--- src/hdl/assert_macros.svh ---
// ----------------------------------------------------------------------------
// Assertion macros
// Shared concurrent assertion forms; define ASSERT_OFF to compile them out.
// ----------------------------------------------------------------------------
`ifndef ASSERT_MACROS_SVH
`define ASSERT_MACROS_SVH

`ifndef ASSERT_OFF
// Check that an expression holds at every clock edge outside reset
`define ASSERT_ALWAYS(lbl, clk, rstn, expr, msg) \
	lbl: assert property (@(posedge clk) disable iff (!rstn) (expr)) else $error(msg);
// Check that a condition implies another in the same cycle
`define ASSERT_IMPLIES(lbl, clk, rstn, ante, cons, msg) \
	lbl: assert property (@(posedge clk) disable iff (!rstn) (ante) |-> (cons)) \
		else $error(msg);
// Check that a condition implies another in the next cycle
`define ASSERT_NEXT(lbl, clk, rstn, ante, cons, msg) \
	lbl: assert property (@(posedge clk) disable iff (!rstn) (ante) |=> (cons)) \
		else $error(msg);
`else
`define ASSERT_ALWAYS(lbl, clk, rstn, expr, msg)
`define ASSERT_IMPLIES(lbl, clk, rstn, ante, cons, msg)
`define ASSERT_NEXT(lbl, clk, rstn, ante, cons, msg)
`endif

`endif

--- src/hdl/fcr_pkg.sv ---
// ----------------------------------------------------------------------------
// fcr_pkg
// Types and constants shared by the framed command receiver.
// ----------------------------------------------------------------------------
package fcr_pkg;

	localparam int ByteW = 8;
	localparam int AddrW = 3;
	localparam int DataW = 32;

	// register index, taken from paddr[2]
	localparam logic REG_START_CODE = 1'b0;
	localparam logic REG_END_CODE   = 1'b1;

	localparam logic [ByteW-1:0] START_CODE_RST = 8'h02;
	localparam logic [ByteW-1:0] END_CODE_RST   = 8'h03;

	// result kinds
	localparam logic KIND_PAYLOAD = 1'b0;
	localparam logic KIND_DONE    = 1'b1;

	typedef enum logic [2:0] {
		PH_HUNT = 3'd0,
		PH_CMD  = 3'd1,
		PH_LEN  = 3'd2,
		PH_DATA = 3'd3,
		PH_END  = 3'd4
	} phase_t;

	typedef struct packed {
		logic             kind;
		logic [ByteW-1:0] command;
		logic [ByteW-1:0] length;
		logic [ByteW-1:0] index;
		logic [ByteW-1:0] data;
	} result_t;

	typedef struct packed {
		logic [ByteW-1:0] start_code;
		logic [ByteW-1:0] end_code;
	} codes_t;

endpackage

--- src/hdl/fcr_regs.sv ---
// ----------------------------------------------------------------------------
// fcr_regs
// APB register file holding the start and end codes.
// ----------------------------------------------------------------------------
module fcr_regs (
	input  logic                       clk,
	input  logic                       arst_n,
	input  logic                       psel,
	input  logic                       penable,
	input  logic                       pwrite,
	input  logic [fcr_pkg::AddrW-1:0]  paddr,
	input  logic [fcr_pkg::DataW-1:0]  pwdata,
	output logic [fcr_pkg::DataW-1:0]  prdata,
	output logic                       pready,
	output fcr_pkg::codes_t            codes
);
	import fcr_pkg::*;

	logic [ByteW-1:0] start_code_q;
	logic [ByteW-1:0] end_code_q;
	logic             wr_en;

	assign pready = 1'b1;
	assign wr_en  = psel & penable & pwrite;

	// write the addressed register
	always_ff @(posedge clk or negedge arst_n) begin
		if (!arst_n) begin
			start_code_q <= START_CODE_RST;
			end_code_q   <= END_CODE_RST;
		end else if (wr_en) begin
			unique case (paddr[2])
				REG_START_CODE: start_code_q <= pwdata[ByteW-1:0];
				REG_END_CODE:   end_code_q   <= pwdata[ByteW-1:0];
				default: ;
			endcase
		end
	end

	// read back the addressed register
	always_comb begin
		prdata = '0;
		unique case (paddr[2])
			REG_START_CODE: prdata[ByteW-1:0] = start_code_q;
			REG_END_CODE:   prdata[ByteW-1:0] = end_code_q;
			default: ;
		endcase
	end

	assign codes.start_code = start_code_q;
	assign codes.end_code   = end_code_q;

endmodule

--- src/hdl/fcr_parser.sv ---
// ----------------------------------------------------------------------------
// fcr_parser
// Input register and frame state machine; builds one result per byte at most.
// ----------------------------------------------------------------------------
`include "assert_macros.svh"

module fcr_parser (
	input  logic                       clk,
	input  logic                       arst_n,
	input  logic                       rx_valid,
	output logic                       rx_ready,
	input  logic [fcr_pkg::ByteW-1:0]  rx_byte,
	input  fcr_pkg::codes_t            codes,
	input  logic                       res_free,
	output logic                       res_load,
	output fcr_pkg::result_t           res_d
);
	import fcr_pkg::*;

	logic             valid_s1;
	logic [ByteW-1:0] byte_s1;
	logic             advance;

	phase_t           phase_q, phase_d, phase_eff;
	logic [ByteW-1:0] cmd_q, cmd_d;
	logic [ByteW-1:0] len_q, len_d;
	logic [ByteW-1:0] cnt_q, cnt_d;
	logic             end_hit;

	// the byte moves on once the result register can take whatever it yields
	assign advance  = valid_s1 & res_free;
	assign rx_ready = ~valid_s1 | advance;

	// hold the accepted byte
	always_ff @(posedge clk or negedge arst_n) begin
		if (!arst_n) begin
			valid_s1 <= 1'b0;
		end else if (rx_valid && rx_ready) begin
			valid_s1 <= 1'b1;
		end else if (advance) begin
			valid_s1 <= 1'b0;
		end
	end

	always_ff @(posedge clk) begin
		if (rx_valid && rx_ready) begin
			byte_s1 <= rx_byte;
		end
	end

	// a full payload turns into the end phase before the byte is looked at
	assign phase_eff = (phase_q == PH_DATA && cnt_q >= len_q) ? PH_END : phase_q;
	assign end_hit   = (byte_s1 == codes.end_code);

	// next state
	always_comb begin
		phase_d = phase_q;
		cmd_d   = cmd_q;
		len_d   = len_q;
		cnt_d   = cnt_q;
		if (advance) begin
			phase_d = phase_eff;
			unique case (phase_eff)
				PH_HUNT: begin
					if (byte_s1 == codes.start_code) begin
						phase_d = PH_CMD;
					end
				end
				PH_CMD: begin
					cmd_d   = byte_s1;
					phase_d = PH_LEN;
				end
				PH_LEN: begin
					len_d   = byte_s1;
					cnt_d   = '0;
					phase_d = PH_DATA;
				end
				PH_DATA: begin
					cnt_d = cnt_q + ByteW'(1);
				end
				PH_END: begin
					if (end_hit) begin
						cnt_d   = '0;
						phase_d = PH_HUNT;
					end
				end
				default: phase_d = PH_HUNT;
			endcase
		end
	end

	// result for the result register
	always_comb begin
		res_load      = 1'b0;
		res_d.kind    = KIND_PAYLOAD;
		res_d.command = cmd_q;
		res_d.length  = len_q;
		res_d.index   = cnt_q;
		res_d.data    = byte_s1;
		unique case (phase_eff)
			PH_DATA: res_load = advance;
			PH_END: begin
				res_load    = advance & end_hit;
				res_d.kind  = KIND_DONE;
				res_d.index = '0;
				res_d.data  = '0;
			end
			default: ;
		endcase
	end

	// advance the frame state
	always_ff @(posedge clk or negedge arst_n) begin
		if (!arst_n) begin
			phase_q <= PH_HUNT;
			cmd_q   <= '0;
			len_q   <= '0;
			cnt_q   <= '0;
		end else begin
			phase_q <= phase_d;
			cmd_q   <= cmd_d;
			len_q   <= len_d;
			cnt_q   <= cnt_d;
		end
	end

	`ASSERT_NEXT(a_done_to_hunt, clk, arst_n, res_load && res_d.kind == KIND_DONE, phase_q == PH_HUNT, "frame done did not return to hunt")
	`ASSERT_IMPLIES(a_cnt_le_len, clk, arst_n, phase_q == PH_DATA, cnt_q <= len_q, "payload count passed frame length")
	`ASSERT_NEXT(a_s1_hold, clk, arst_n, valid_s1 && !advance, valid_s1 && $stable(byte_s1), "stalled byte lost")

endmodule

--- src/hdl/fcr_out_reg.sv ---
// ----------------------------------------------------------------------------
// fcr_out_reg
// Result register presenting one result item to the output channel.
// ----------------------------------------------------------------------------
`include "assert_macros.svh"

module fcr_out_reg (
	input  logic                clk,
	input  logic                arst_n,
	input  logic                res_load,
	input  fcr_pkg::result_t    res_d,
	output logic                res_free,
	output logic                out_valid,
	input  logic                out_ready,
	output fcr_pkg::result_t    res_q
);
	import fcr_pkg::*;

	logic valid_q;

	assign res_free  = ~valid_q | out_ready;
	assign out_valid = valid_q;

	// load a new result or drop the delivered one
	always_ff @(posedge clk or negedge arst_n) begin
		if (!arst_n) begin
			valid_q <= 1'b0;
		end else if (res_load) begin
			valid_q <= 1'b1;
		end else if (out_ready) begin
			valid_q <= 1'b0;
		end
	end

	always_ff @(posedge clk) begin
		if (res_load) begin
			res_q <= res_d;
		end
	end

	`ASSERT_IMPLIES(a_load_free, clk, arst_n, res_load, !valid_q || out_ready, "result overwritten before transfer")

endmodule

--- src/hdl/framed_command_receiver.sv ---
// ----------------------------------------------------------------------------
// framed_command_receiver
// Frame parser: start code, command, length, payload bytes, end code.
// ----------------------------------------------------------------------------
// Takes one received byte per transfer and follows the frame. Each payload
// byte comes out as a result with its index, the frame's command and length;
// the end code yields one frame-done result. Bytes before a start code and
// non-matching bytes in the end phase yield nothing. A transferred byte is
// held in the input register, and its result is loaded into the result
// register once that register is free; it goes out from the result register.
// One byte is taken per cycle, sustained while the receiver takes results,
// since the whole phase update is combinational logic between the input
// register and the result register. While the receiver holds off a result,
// one more byte waits in the input register and then the input stalls.
// Start and end codes sit at byte addresses 0 and 4 of the APB port.
module framed_command_receiver (
	input  logic                       clk,
	input  logic                       arst_n,
	input  logic                       psel,
	input  logic                       penable,
	input  logic                       pwrite,
	input  logic [fcr_pkg::AddrW-1:0]  paddr,
	input  logic [fcr_pkg::DataW-1:0]  pwdata,
	output logic [fcr_pkg::DataW-1:0]  prdata,
	output logic                       pready,
	input  logic                       rx_valid,
	output logic                       rx_ready,
	input  logic [fcr_pkg::ByteW-1:0]  rx_byte,
	output logic                       out_valid,
	input  logic                       out_ready,
	output logic                       result_kind,
	output logic [fcr_pkg::ByteW-1:0]  command_byte,
	output logic [fcr_pkg::ByteW-1:0]  frame_length,
	output logic [fcr_pkg::ByteW-1:0]  byte_index,
	output logic [fcr_pkg::ByteW-1:0]  payload_byte
);
	import fcr_pkg::*;

	codes_t  codes;
	logic    res_free;
	logic    res_load;
	result_t res_d;
	result_t res_q;

	fcr_regs u_regs (
		.clk     (clk),
		.arst_n  (arst_n),
		.psel    (psel),
		.penable (penable),
		.pwrite  (pwrite),
		.paddr   (paddr),
		.pwdata  (pwdata),
		.prdata  (prdata),
		.pready  (pready),
		.codes   (codes)
	);

	fcr_parser u_parser (
		.clk      (clk),
		.arst_n   (arst_n),
		.rx_valid (rx_valid),
		.rx_ready (rx_ready),
		.rx_byte  (rx_byte),
		.codes    (codes),
		.res_free (res_free),
		.res_load (res_load),
		.res_d    (res_d)
	);

	fcr_out_reg u_out (
		.clk       (clk),
		.arst_n    (arst_n),
		.res_load  (res_load),
		.res_d     (res_d),
		.res_free  (res_free),
		.out_valid (out_valid),
		.out_ready (out_ready),
		.res_q     (res_q)
	);

	// present the result fields
	assign result_kind  = res_q.kind;
	assign command_byte = res_q.command;
	assign frame_length = res_q.length;
	assign byte_index   = res_q.index;
	assign payload_byte = res_q.data;

endmodule

--- config.mk ---
export PLATFORM = sky130hd
export DESIGN_NAME = framed_command_receiver
export DESIGN_NICKNAME = d
export VERILOG_FILES = /design/src/hdl/fcr_pkg.sv /design/src/hdl/fcr_regs.sv /design/src/hdl/fcr_parser.sv /design/src/hdl/fcr_out_reg.sv /design/src/hdl/framed_command_receiver.sv
export VERILOG_INCLUDE_DIRS = /design/src /design/src/hdl
export SDC_FILE = /design/constraint.sdc
export NUM_CORES = 1
export LEC_CHECK = 0
export BUFFER_PORTS_ARGS = -buffer_cell sky130_fd_sc_hd__buf_4
export CAP_MARGIN = 5
export CORE_UTILIZATION = 50
export CTS_BUF_LIST = sky130_fd_sc_hd__clkbuf_16
export CTS_CLUSTER_DIAMETER = 40
export DETAILED_ROUTE_END_ITERATION = 16
export GPL_TIMING_DRIVEN = 0
export PLACE_DENSITY = 0.78
export SETUP_SLACK_MARGIN = 0.5
export SYNTH_ARGS = -nofsm -noshare
export SYNTH_HDL_FRONTEND = slang
export SYNTH_HIERARCHICAL = 1
export SYNTH_SLANG_ARGS = --single-unit
--- constraint.sdc ---
create_clock -name clk -period 4.65 [get_ports clk]
set_clock_uncertainty 0.2 [all_clocks]
set_input_delay 1.1625 -clock clk [delete_from_list [all_inputs] [get_ports clk]]
set_output_delay 1.1625 -clock clk [all_outputs]
set_load 0.01 [all_outputs]
======== Word-level counts from Yosys, hierarchy flattened ========
Cells that the tools add are included.
operators by class
  add/sub/neg operators ................... 1
  multiply operators ...................... 0
  div/mod/pow operators ................... 0
  magnitude comparators ................... 1
  eq/ne operators ......................... 8
  shift-type cells ........................ 0
  multiplexer cells ....................... 13
  bitwise logic cells ..................... 9
  reductions and logical operators ........ 11
operators by type and width
  operator                                       count
  one-hot mux 8 bit (3 select lines)             1
  == test 8 bit                                  2
  one-hot mux 8 bit (2 select lines)             1
  one-hot mux 3 bit (5 select lines)             1
  == test 3 x 2 -> 1 bit, second input constant  3
  2-to-1 mux 3 bit                               3
  adder 8 x 1 -> 8 bit, second input constant    1
  >= comparator 8 bit                            1
  2-to-1 mux 8 bit                               1
  AND reduction 2 bit                            4
  2-to-1 mux 1 bit                               5
  AND 1 bit                                      4
  nonzero test 2 bit                             2
  == test 3 x 1 -> 1 bit, second input constant  1
  == test 3 bit, second input constant           1
  logical NOT 3 bit                              1
  NOT 1 bit                                      3
  AND reduction 3 bit                            1
  nonzero test 3 bit                             1
  logical AND 1 bit                              2
  != test 2 x 1 -> 1 bit, second input constant  1
  bitwise OR 1 bit                               2
  one-hot mux 1 bit (2 select lines)             1
word-level totals
  bits in registers ....................... 86
  bits in latches ......................... 0
  memory bits (writable) .................. 0
  memory bits (read-only) ................. 0
  input port bits ......................... 50
  output and inout port bits .............. 68
  memories ................................ 0

======== Depth between registers and ports, before layout ========
  depth in word-level cells ............... 6
  mapped depth ............................ 11
  gate-level depth less buffers ........... 10

======== Hierarchy ========
Netlist, hierarchy kept.
by module, submodules not included
  module       times used  cells an instance  area each (µm²)
  fcr_parser   1           195                2053.2
  fcr_out_reg  1           36                 1038.5
  fcr_regs     1           70                 925.9

======== Worst setup path after synthesis ========
Ideal clock, no wire load.
  path kind ............................... register to register
  start point ............................. reg u_parser.cnt_q[0]
  end point ............................... reg, netlist name u_out/res_q[0]
  setup time .............................. 0.424 ns
  arrival time ............................ 3.187 ns
  data required time ...................... 4.026 ns
  slack ................................... 0.839 ns
  cell stages (with the launch flop) ...... 10
  period minus slack after synthesis ...... 3.811 ns
  cell sequence ........................... dfrtp_1 inv_1 ha_1 nand2b_4 a2111oi_4 o41ai_2 buf_6 nor2_1 a21oi_1 nor2_1
on the way
  cells in the longest elaborated chain, start to end .. 5
  elaborated cells on any way between the ends .. 6
  those cells by class .................... 1 x order compare; 2 x eq/ne; 2 x mux; 1 x reduce/logical
RTL lines
  item                                                     line                           source
  from (decl)                                              fcr_parser.sv:27               logic [ByteW-1:0] cnt_q, cnt_d;
  from (signal assigned)                                   fcr_parser.sv:123              cnt_q <= cnt_d;
  >= comparator 8 bit *                                    fcr_parser.sv:52               assign phase_eff = (phase_q == PH_DATA && cnt_q >= len_q) ? PH_END : phase_q;
  logical AND 1 bit *                                      fcr_parser.sv:52
  2-to-1 mux 3 bit *                                       fcr_parser.sv:52
  == test 3 bit or == test 3 x 2 -> 1 bit (tied branches)  fcr_parser.sv:100              unique case (phase_eff)
  one-hot mux 1 bit (2 select lines) *                     fcr_parser.sv:100
  net res_load                                             framed_command_receiver.sv:41  logic res_load;
The timed path passes the listed nets; every way through them passes the cells marked *.
A chain may end at the register's enable or synchronous reset.

======== Final worst setup path ========
  start point ............................. reg u_parser.cnt_q[0]
  end point ............................... reg, netlist name u_out/res_q[23]
on the way
  cells in the longest elaborated chain, start to end .. 5
  elaborated cells on any way between the ends .. 6
  those cells by class .................... 1 x order compare; 2 x eq/ne; 2 x mux; 1 x reduce/logical
RTL lines
  item                                                     line
  >= comparator 8 bit *                                    fcr_parser.sv:52
  logical AND 1 bit *                                      fcr_parser.sv:52
  2-to-1 mux 3 bit *                                       fcr_parser.sv:52
  == test 3 bit or == test 3 x 2 -> 1 bit (tied branches)  fcr_parser.sv:100
  one-hot mux 1 bit (2 select lines) *                     fcr_parser.sv:100
  net res_load                                             framed_command_receiver.sv:41
Marks and branches as above.

==> impl_metrics.tcl <==
set metrics [dict create \
    status "completed" \
    final_cell_mix "buf_4, dfrtp_1, edfxtp_1, mux2_2, conb_1" \
    ctsResizeCount 0 \
    synth_top_family_by_area "simple AND/OR/NAND/NOR gates" \
    core_area_um2 7770 \
    htreeDepth 3 \
    synth-simple-area-share 0.119 \
    path_clk_slew_ps 60 \
    synth_edf_count 41 \
    layout.cells.most_common "buf_4" \
    start_util 0.517 \
    hold_slack_ps 243 \
    synthMuxAreaShare 0.0950 \
    final_layout_size_suffix_gt1_frac 0.393 \
    viasPerCell 5.00 \
    holdCritStartpoint "u_parser/cmd_q[1]" \
    p_sw_mw 1.00 \
    dr.pass1.iters 4 \
    crit_chain "inv_1, ha_1, nand2b_4, a2111oi_4, o41ai_2, buf_6, nor2_1, a21oi_1, nor2_4" \
    clock_latency_ps 330 \
    rrSetupSlack_ps 1290 \
    postPlaceCellArea_um2 4730 \
    avgSynthCellArea_um2 13.3 \
    cts_buffers 9 \
    setup_violations 0 \
    clockRootBuffer "clkbuf_16" \
    drv_cap 0 \
    core.rowCount 32 \
    cp.arrival_ps 3120 \
    r2r-start "u_parser/cnt_q[0]" \
    cp-start-kind "flop" \
    grt_max_degree 46 \
    r2r_end "u_out/res_q[23]" \
    endpoint_kind "flop" \
    synthAdderAreaFrac 0.0280 \
    fin_crit_sh 0.723 \
    post-cts-setup-buffers 0 \
    ctsLongestPathBuffers 2 \
    netlist_instances 301 \
    rsz0062_at_grt "false" \
    crit_required_ps 4400 \
    place_congestion 0.816 \
    die_x_um 91.6 \
    synth_seq_area_share 0.588 \
    grt_remaining_overflow 0 \
    crit_fanout 34 \
    tightest_slew_ps 892 \
    synthArstFlopShare 0.523 \
    p_seq_frac 0.428 \
    period_needed_ps 3360 \
    criticalPathCategory "reg -> reg" \
    hpwlAfterDp_mm 5.38 \
    nets 459 \
    fmax_mhz 297 \
    port_buffers 65 \
    drv_slew 0 \
    synth_compound_area_frac 0.0651 \
    wire_per_inst_um 14.8 \
    combPwrFrac 0.357 \
    antenna_found_initial 0 \
    hold_path.class "reg -> reg" \
    reg2regPathDepth 9 \
    chipHeight_um 91.6 \
    finalPower_mw 3.02 \
    boundaryPins 118 \
    finish.instance_area_um2 5000 \
    crit_slowest_cell "nor2_4" \
    cellPowerDensity_nw_per_um2 605 \
    cts_sinks 86 \
    relSlewSlack 0.404 \
    routed_wl_mm 7.51 \
    yosys_most_used_dff "dfrtp_1" \
    worstHoldEndpoint "u_out/res_q[25]" \
    postCtsHoldBufs 0 \
    cts_tree "built" \
    power_frac_clock 0.214 \
    syn_to_final_growth_pct 24.5 \
    yosys_warnings 6 \
    drt_iter0_drc 214 \
    grtUsageTotal 0.195 \
    ys_ff_latch 86 \
    grt_pass1_wl_mm 12.4 \
    synth_area_um2 4020 \
    first_global_vias 2534 \
    die-area_um2 8400 \
    peakVddDrop_v 0.000260 \
    drc 0 \
    setup_tns_ps 0 \
    antennaDiodeCount 0 \
    holdPathStages 0 \
    synth_xor_area_frac 0.0349 \
    internal_power_mw 2.02 \
    synth_cell_type_count 46 \
    postLayoutCoreUtil 0.644 \
    max_stage_delay_ps 700 \
    swShare 0.332 \
    hold_viol 0 \
    drtAntennaViolNets 0 \
    dr_total_vias 2536 \
    leakage_nw 2.24 \
]
==> stage by stage <==
step / std cells / setup WS [ps]
5_1_grt: 507 / 982
3_3_place_gp: 491 / 84.0
2_1_floorplan: 324 / 839
6_report: 507 / 1290
3_5_place_dp: 491 / 1260
4_1_cts: 507 / 1250
==> state kept, by name, summed over array words and instances, names as in the netlist <==
register / cells
u_out/res_q: 33
u_parser/byte_s1: 8
u_parser/cmd_q: 8
u_parser/cnt_q: 8
u_parser/len_q: 8
u_regs/end_code_q: 8
u_regs/start_code_q: 8
u_parser/phase_q: 3
u_out/out_valid: 1
u_parser/valid_s1: 1
==> layout make-up <==
| type | instances | area, um2 |
|---|---|---|
| flip-flops and latches | 86 | 2360 |
| clock inverters | 7 | 48.8 |
| well taps | 102 | 128 |
| inverters | 12 | 45.0 |
| fillers | 604 | 2770 |
| repair buffers | 65 | 488 |
| multi-input cells | 195 | 1480 |
| clock buffers | 9 | 225 |
| plain buffers | 31 | 230 |
==> cells by family (layout without fill, tap and decap cells) <==
| family | Yosys count | in the layout |
|---|---|---|
| muxes | 34 | 34 |
| other | 2 | 25 |
| xor gates and xnor gates | 16 | 16 |
| DFF | 86 | 86 |
| adders and majority gates | 9 | 9 |
| and+or+nand+nor | 77 | 77 |
| buffers and inverters | 43 | 124 |
| AOI/OAI and AO/OA | 34 | 34 |
==> worst max-delay path: cells and delay by family, from the launching register on <==
family | cells | cell delay (ps)
buf+inv | 2 | 300
simple gates | 3 | 1220
compound gates | 3 | 620
flops | 1 | 380
fa+ha+maj | 1 | 250
==> worst max path at each step <==
stage,cells past startpoint,end,slack [ps],from
6_report,9,u_out/res_q[23],1290,u_parser/cnt_q[0]
5_1_grt,9,u_out/res_q[30],980,u_parser/cnt_q[0]
4_1_cts,9,u_out/res_q[20],1250,u_parser/cnt_q[0]
3_3_place_gp,10,u_out/out_valid,80,u_parser/cnt_q[0]
2_1_floorplan,9,u_out/res_q[0],840,u_parser/cnt_q[0]
3_5_place_dp,9,u_out/res_q[19],1260,u_parser/cnt_q[0]
==> power groups by stage <==
stage | clock network [mW] | logic [mW] | registers, mW
finish | 0.649 | 1.08 | 1.30
floorplan | 0 | 0.629 | 1.35
detailed placement | 0 | 1.08 | 1.32
global route | 0.698 | 1.19 | 1.33
CTS | 0.662 | 1.09 | 1.30
global placement | 0 | 1.04 | 1.30
==> routing by layer <==
layer | up-vias | GRT usage | part of all wire
li1 | 1226 | - | -
met1 | 1198 | 0.256 | 0.41
met2 | 102 | 0.313 | 0.51
met3 | 10 | 0.0439 | 0.065
met4 | 0 | 0.0794 | 0.019
met5 | - | 0 | 0
==> synthesized netlist by cell type (all sizes together), types with 2 or more instances <==
master,instances,area (um2)
dfrtp,42,1050
edfxtp,41,1230
mux2,33,372
buf,29,223
and2,14,87.6
nand2,14,52.6
nor2,14,55.1
inv,12,45.0
o21ai,12,63.8
a31oi,9,77.6
ha,9,113
nand2b,8,67.6
xnor2,8,70.1
xor2,8,70.1
nand4,6,52.6
a21oi,5,25.0
and3,4,25.0
nor3,4,20.0
dfstp,3,78.8
or3,3,18.8
a221o,2,20.0
clkbuf,2,7.51
conb,2,7.51
nand3,2,10.0
nor3b,2,31.3
nor4,2,12.5
o21a,2,15.0
o41ai,2,25.0
Note: power is estimated with default switching activity, not from simulation.
